[config.mk]
export PLATFORM = sky130hd
export DESIGN_NAME = frf_regs
export DESIGN_NICKNAME = d
export VERILOG_FILES = /design/src/sv/frf_pkg.sv /design/src/sv/frf_regs.sv
export SDC_FILE = /design/constraint.sdc
export NUM_CORES = 1
export LEC_CHECK = 0
export BUFFER_PORTS_ARGS = -buffer_cell sky130_fd_sc_hd__buf_2
export CAP_MARGIN = 10
export CORE_MARGIN = 3
export CORE_UTILIZATION = 50
export DETAILED_ROUTE_END_ITERATION = 10
export GPL_ROUTABILITY_DRIVEN = 0
export PLACE_DENSITY_LB_ADDON = 0.15
export RECOVER_POWER = 100
export SYNTH_ARGS = -nofsm -noshare
export SYNTH_HDL_FRONTEND = slang
export SYNTH_SLANG_ARGS = --single-unit
[constraint.sdc]
create_clock -name clk -period 1.5 [get_ports clk]
set_clock_uncertainty 0.15 [all_clocks]
set_input_delay 0.075 -clock clk [delete_from_list [all_inputs] [get_ports clk]]
set_output_delay 0.075 -clock clk [all_outputs]
set_load 0.005 [all_outputs]
[src/sv/frf_pkg.sv]
// ----------------------------------------------------------------------------
// frf_pkg
// Shared widths, register codes, types and the force clip function for the
// fence repel force pipeline.
// ----------------------------------------------------------------------------
package frf_pkg;

    // field widths
    localparam int IdW    = 16;
    localparam int PosW   = 24;
    localparam int WtW    = 16;
    localparam int RadW   = 23;
    localparam int BndW   = 48;
    localparam int ForceW = 32;

    // datapath widths
    localparam int DW      = PosW + 1;          // offset from center, signed
    localparam int SqW     = 2 * DW;            // sum of squares
    localparam int RtSteps = SqW / 2;           // root bits produced
    localparam int RtW     = SqW + 1;           // root work register
    localparam int DistW   = RtSteps + 1;       // distance
    localparam int DenW    = 2 * DistW;         // dist * (dist - rad)
    localparam int ProdW   = DW + WtW;          // |d| * weight
    localparam int FracSh  = 16;                // Q12.12 * Q8.8 / Q24.24 scaling
    localparam int NumW    = ProdW + FracSh;    // dividend
    localparam int QW      = ForceW + 1;        // quotient bits kept
    localparam int CubSh   = 8;                 // Q8.8 weight scaling

    // configuration port
    localparam int AddrW = 6;
    localparam int DataW = 64;

    localparam logic [2:0] REG_MODE   = 3'd0;
    localparam logic [2:0] REG_ID     = 3'd1;
    localparam logic [2:0] REG_WEIGHT = 3'd2;
    localparam logic [2:0] REG_RAD    = 3'd3;
    localparam logic [2:0] REG_BX     = 3'd4;
    localparam logic [2:0] REG_BY     = 3'd5;
    localparam logic [2:0] REG_BZ     = 3'd6;

    localparam logic MODE_SPHERE = 1'b0;
    localparam logic MODE_CUBOID = 1'b1;

    localparam logic [WtW-1:0]    WEIGHT_RST = 16'h0100;
    localparam logic [ForceW-1:0] FMAX       = 32'h7FFF_FFFF;
    localparam logic [ForceW-1:0] FMIN       = 32'h8000_0000;

    typedef struct packed {
        logic                     mode;
        logic [IdW-1:0]           id;
        logic [WtW-1:0]           weight;
        logic [RadW-1:0]          rad;
        logic [2:0][BndW-1:0]     bnd;
    } cfg_t;

    // data that rides along the root and divide stages
    typedef struct packed {
        logic                     sphere;   // sphere path live for this item
        logic [2:0]               neg;      // offset positive: force negative
        logic [2:0][DW-1:0]       mag;      // |offset| per axis
        logic [2:0][ForceW-1:0]   frc;      // cuboid or zero result
        logic                     sat;
    } side_t;

    // magnitude plus sign to saturated word; top bit is the clip flag
    function automatic logic [ForceW:0] clip_force(input logic [QW-1:0] mag,
                                                   input logic ovf,
                                                   input logic neg);
        logic [ForceW:0] r;
        if (neg) begin
            if (ovf || mag > QW'(FMIN))
                r = {1'b1, FMIN};
            else
                r = {1'b0, (~mag[ForceW-1:0]) + 1'b1};
        end else begin
            if (ovf || mag > QW'(FMAX))
                r = {1'b1, FMAX};
            else
                r = {1'b0, mag[ForceW-1:0]};
        end
        return r;
    endfunction

endpackage

[src/sv/frf_regs.sv]
// ----------------------------------------------------------------------------
// frf_regs
// APB register file holding the fence configuration.
// ----------------------------------------------------------------------------
module frf_regs (
    input  logic                       clk,
    input  logic                       rst_n,
    input  logic                       psel,
    input  logic                       penable,
    input  logic                       pwrite,
    input  logic [frf_pkg::AddrW-1:0]  paddr,
    input  logic [frf_pkg::DataW-1:0]  pwdata,
    output logic [frf_pkg::DataW-1:0]  prdata,
    output logic                       pready,
    output frf_pkg::cfg_t              cfg
);
    import frf_pkg::*;

    logic       wr;
    logic [2:0] idx;
    cfg_t       cfg_reg;
    cfg_t       cfg_next;

    assign wr     = psel && penable && pwrite;
    assign idx    = paddr[AddrW-1:3];
    assign pready = 1'b1;
    assign cfg    = cfg_reg;

    // register write decode
    always_comb
    begin
        cfg_next = cfg_reg;
        if (wr)
        begin
            case (idx)
                REG_MODE:   cfg_next.mode   = pwdata[0];
                REG_ID:     cfg_next.id     = pwdata[IdW-1:0];
                REG_WEIGHT: cfg_next.weight = pwdata[WtW-1:0];
                REG_RAD:    cfg_next.rad    = pwdata[RadW-1:0];
                REG_BX:     cfg_next.bnd[0] = pwdata[BndW-1:0];
                REG_BY:     cfg_next.bnd[1] = pwdata[BndW-1:0];
                REG_BZ:     cfg_next.bnd[2] = pwdata[BndW-1:0];
                default:    cfg_next = cfg_reg;
            endcase
        end
    end

    always_ff @(posedge clk or negedge rst_n)
    begin
        if (!rst_n)
        begin
            cfg_reg.mode   <= MODE_SPHERE;
            cfg_reg.id     <= '0;
            cfg_reg.weight <= WEIGHT_RST;
            cfg_reg.rad    <= '0;
            cfg_reg.bnd    <= '0;
        end
        else
        begin
            cfg_reg <= cfg_next;
        end
    end

    // read mux
    always_comb
    begin
        case (idx)
            REG_MODE:   prdata = DataW'(cfg_reg.mode);
            REG_ID:     prdata = DataW'(cfg_reg.id);
            REG_WEIGHT: prdata = DataW'(cfg_reg.weight);
            REG_RAD:    prdata = DataW'(cfg_reg.rad);
            REG_BX:     prdata = DataW'(cfg_reg.bnd[0]);
            REG_BY:     prdata = DataW'(cfg_reg.bnd[1]);
            REG_BZ:     prdata = DataW'(cfg_reg.bnd[2]);
            default:    prdata = '0;
        endcase
    end

endmodule

; After elaboration in Yosys (flattened, before gate mapping)
; Cells that the tools add are included.
[word_totals]
latchBits = 0
mem_bits_ro = 0
mem_count = 0
ff_bits = 200
inputBits = 75
mem_bits_rw = 0
output_inout_bits = 265
[classes]
bitwise = 0
n_mux = 1
add_sub_neg = 0
order_cmp = 0
shift = 0
eq_ne = 6
div = 0
reduce_logical = 10
multipliers = 0
[op_table]
columns = operator, n
row1 = 48-bit one-hot mux with 7 select lines, 1
row2 = 2-bit AND reduction, 7
row3 = "3-bit == test, second input constant", 3
row4 = "3-bit by 2-bit == test with 1-bit output, second input constant", 2
row5 = "3-bit by 1-bit == test with 1-bit output, second input constant", 1
row6 = 3-bit zero test, 1
row7 = 1-bit logical AND, 2

; Longest topological paths before layout
[logic_depth]
depth_word = 3
depth_mapped = 7

; Least setup slack after synthesis
; Ideal clock, no wire load.
[synth_path]
path_kind = input to register
startpoint = input paddr[3] (netlist name)
endpoint = register cfg_reg, in the netlist cfg[123]
n_path_buf = 3
arrival_ps = 1181
path_slack_ps = 42
path_stages = 6
setup_time_ps = 127
cell_sequence = buf_4 > nand4b_4 > nor2_2 > buf_4 > buf_6 > mux2_1
[synth_via]
elab_chain_cells = 2
[synth_lines]
columns = item, line
row1 = start: declaration, frf_regs.sv:11  ; input logic [frf_pkg::AddrW-1:0] paddr,
row2 = 3-bit == test, frf_regs.sv:35  ; case (idx)
row3 = 2-bit AND reduction (no line), n/a
row4 = end signal: assignment, frf_regs.sv:60  ; cfg_reg <= cfg_next;
row5 = end: declaration, frf_regs.sv:21  ; cfg_t cfg_reg;
; Every way passes these cells.
; A chain may end at the register's enable or synchronous reset.

; Worst setup path in the final report
[layout_path]
startpoint = input paddr[3] (netlist name)
endpoint = output prdata[13] (netlist name)
[layout_via]
elab_chain_cells = 2
elab_cells_between_ends = 8
classes_between = 6 x eq/ne / 1 x mux / 1 x reduce/logical
[layout_lines]
columns = item, line
row1 = 3-bit == test (tied with other cells), frf_regs.sv:67  ; case (idx)
row2 = 48-bit one-hot mux with 7 select lines (*), frf_regs.sv:67
row3 = end: declaration, frf_regs.sv:13  ; output logic [frf_pkg::DataW-1:0] prdata,
; Mark *: on every way between the ends. The rest lies on a longest branch, timed or not.

==> run metrics <==
Clk Latency, worst-skew pair 430 ps; final slew viol count 0; synth warn 0; grt ovf 0; crit end category output pin; status finished with violations; Rel. slew slack 17.7%; Synth Area per Inst 13.4 um2; Worst VDD drop 0.821 mV; H-tree depth 4; Clk pin slew, worst setup/hold paths 70 ps; DP Wirelength 18700 um; CTS Root Cell clkbuf_16; M1 GR Usage 35.3%; Core Region 18300 um2; Avg WL per Cell 19.7 um; share of cells above drive strength 1 51.4%; max reg flops 200; cell taking the most area after synthesis dfrtp_1; CTS Sinks 200; failing checks negative setup slack; LEAKAGE 6.51 nW; Commonest cells post-synth dfrtp_1, mux2_2, mux2_1, mux2i_1; M2 GR Usage 43.8%; Die Wd 144 um; Inserted Diodes 0; Buffers on Ports 303; DR iter-0 viols 251; Top Usage Layer GRT met2; Via-to-Cell Ratio 5.37; site row count 49; crit-path leading delay family buffers and inverters; total number of vias 7641; Top FF cell, synth dfrtp_1; first-pass GRT wire length 42700 um; Synth area leaders dfrtp_1, mux2_2, mux2_1; area post-placement 11500 um2; IO Pins 340; Logic pwr share 28.2%; Initial Utilization 51.9%; CTS tree built; CP arrival 1570 ps; WS Path Type primary input to output pin; P&R area growth vs syn 40.2%; most numerous cell in the Yosys netlist dfrtp_1; total power 16.1 mW; Max FO, Critical Path 8; max frequency 0.557 GHz; RSZ-0062 raised after global routing yes; number of global-route vias before repair 7745; max-cap violations 0; Cell Pwr Density 1210 nW/um2; period utilisation layout 120%; Critical Path Max Stage Delay 430 ps; Post-synth EDFFs 0; worst setup margin -296 ps; largest net degree at the start of global routing 45; initial antenna violation count 1; endpoints failing hold 0; switching share of total power 30.1%; worst slew pin tran 1230 ps; asr flop ratio synth 100%; GR Layer Usage met3 5.66%; All-Layer GR Usage 26.8%; Fin Hold WS 168 ps; sequential area share after synthesis 52.8%; CTS Buffer Depth 2; HP Class primary input to flip-flop; clock share of power 26.7%; Critical Path Slowest Stage Cell nor2b_1; CTS buffer count 17; Period minus WS final 1800 ps; Setup Slack @ Placement -186 ps; Residual DRC 0; sequential group share of total power 45.1%; Post-Syn Area 9480 um2; CP Buf/Inv Count 4; # nets final 1256; final setup vio count 41; Syn Inst Count 707; Routed Antenna Nets 0; WL final 28000 um; chip height 144 um; post-route insts no fill 1423; TritonRoute pass-1 iters 4; startpoint types primary input; CP most frequent cell buf_4; final instance area 13300 um2; setup_tns -5660 ps; post-synth top area share 52.5%; placed insts 1243; Die Area 20700 um2; required time of the critical path 1270 ps; Psw 4.83 mW; register bit total from synthesis 200; crit-path cells clkbuf_2 > buf_4 > nor2b_1 > buf_4 > a221oi_2 > a31oi_1 > buf_2; P_int 11.2 mW; Yosys cell types 33; Final Util 72.8%
-- cells in the final DEF, fill, tap and decap left out, drive strengths merged, types with 14 or more instances in the layout --
cell type	synthesis	layout
buf	54	297
mux2	217	217
dfrtp	199	199
clkbuf	13	179
dlygate4sd3	0	49
mux2i	47	47
nand2	40	40
or2	40	40
a21boi	25	25
conb	2	17
a221oi	15	15
a31oi	14	14
-- repair_timing --
item,in CTS,in global routing
hold buffers,49,0
setup endpoints to repair,46,48
hold endpoints to repair,400,0
pin swaps,29,31
cloned,1,0
resized for setup,84,24
buffers inserted,70,28
-- per-layer routing --
layer  part of all wire (%)  vias up  routed length [um]
met5                  0.046        -                  13
met1                     43     3830               12000
li1                       -     3465                   -
met4                    3.1        2                 879
met2                     48      283               13500
met3                    5.7       61                1590
-- power by group through the flow --
stage          registers [mW]  clock network [mW]  logic [mW]
2_1_floorplan            7.32                   0        1.60
3_3_place_gp             7.37                   0        3.49
3_5_place_dp             7.40                   0        3.58
4_1_cts                  7.21                4.39        4.52
5_1_grt                  7.37                4.64        4.92
6_report                 7.24                4.29        4.52
-- path summary, 6_finish.rpt --
path                                      startpoint                   end  slack (ps)  cells past startpoint
worst max-delay path                        paddr[3]            prdata[13]        -300                      7
worst min register to register  cfg[124]$_DFFE_PN0P_  cfg[124]$_DFFE_PN0P_         360                      1
min in group asynchronous                      rst_n  cfg[133]$_DFFE_PN0P_         290                      2
max in group asynchronous                      rst_n   cfg[80]$_DFFE_PN0P_           0                      3
worst max register to register   cfg[93]$_DFFE_PN0P_   cfg[93]$_DFFE_PN0P_         290                      3
worst min-delay path                          pwrite  cfg[199]$_DFFE_PN0P_         170                      4
-- area by class of cell --
| class | count | area [um2] |
|---|---|---|
| flip-flops and latches | 200 | 5010 |
| multi-input cells | 454 | 4340 |
| clock inverters | 13 | 115 |
| fillers | 1339 | 4970 |
| inverters | 1 | 3.75 |
| well taps | 229 | 287 |
| repair buffers | 507 | 3120 |
| clock buffers | 19 | 433 |
-- worst reg2reg max path, delay by kind of cell (launching register included) --
family	cells	cell delay [ps]
multiplexers	1	290
flip-flops	1	400
buffers and inverters	2	270
-- cells by family after synthesis --
kind of cell,after synthesis,synth area share [%]
AO/OA/AOI/OAI,73,5.62
buffers and inverters,68,4.82
flip-flops,200,52.8
multiplexers,264,30.7
other,2,0.0792
AND/OR/NAND/NOR,100,5.95
(Power assumes the default switching activity.)
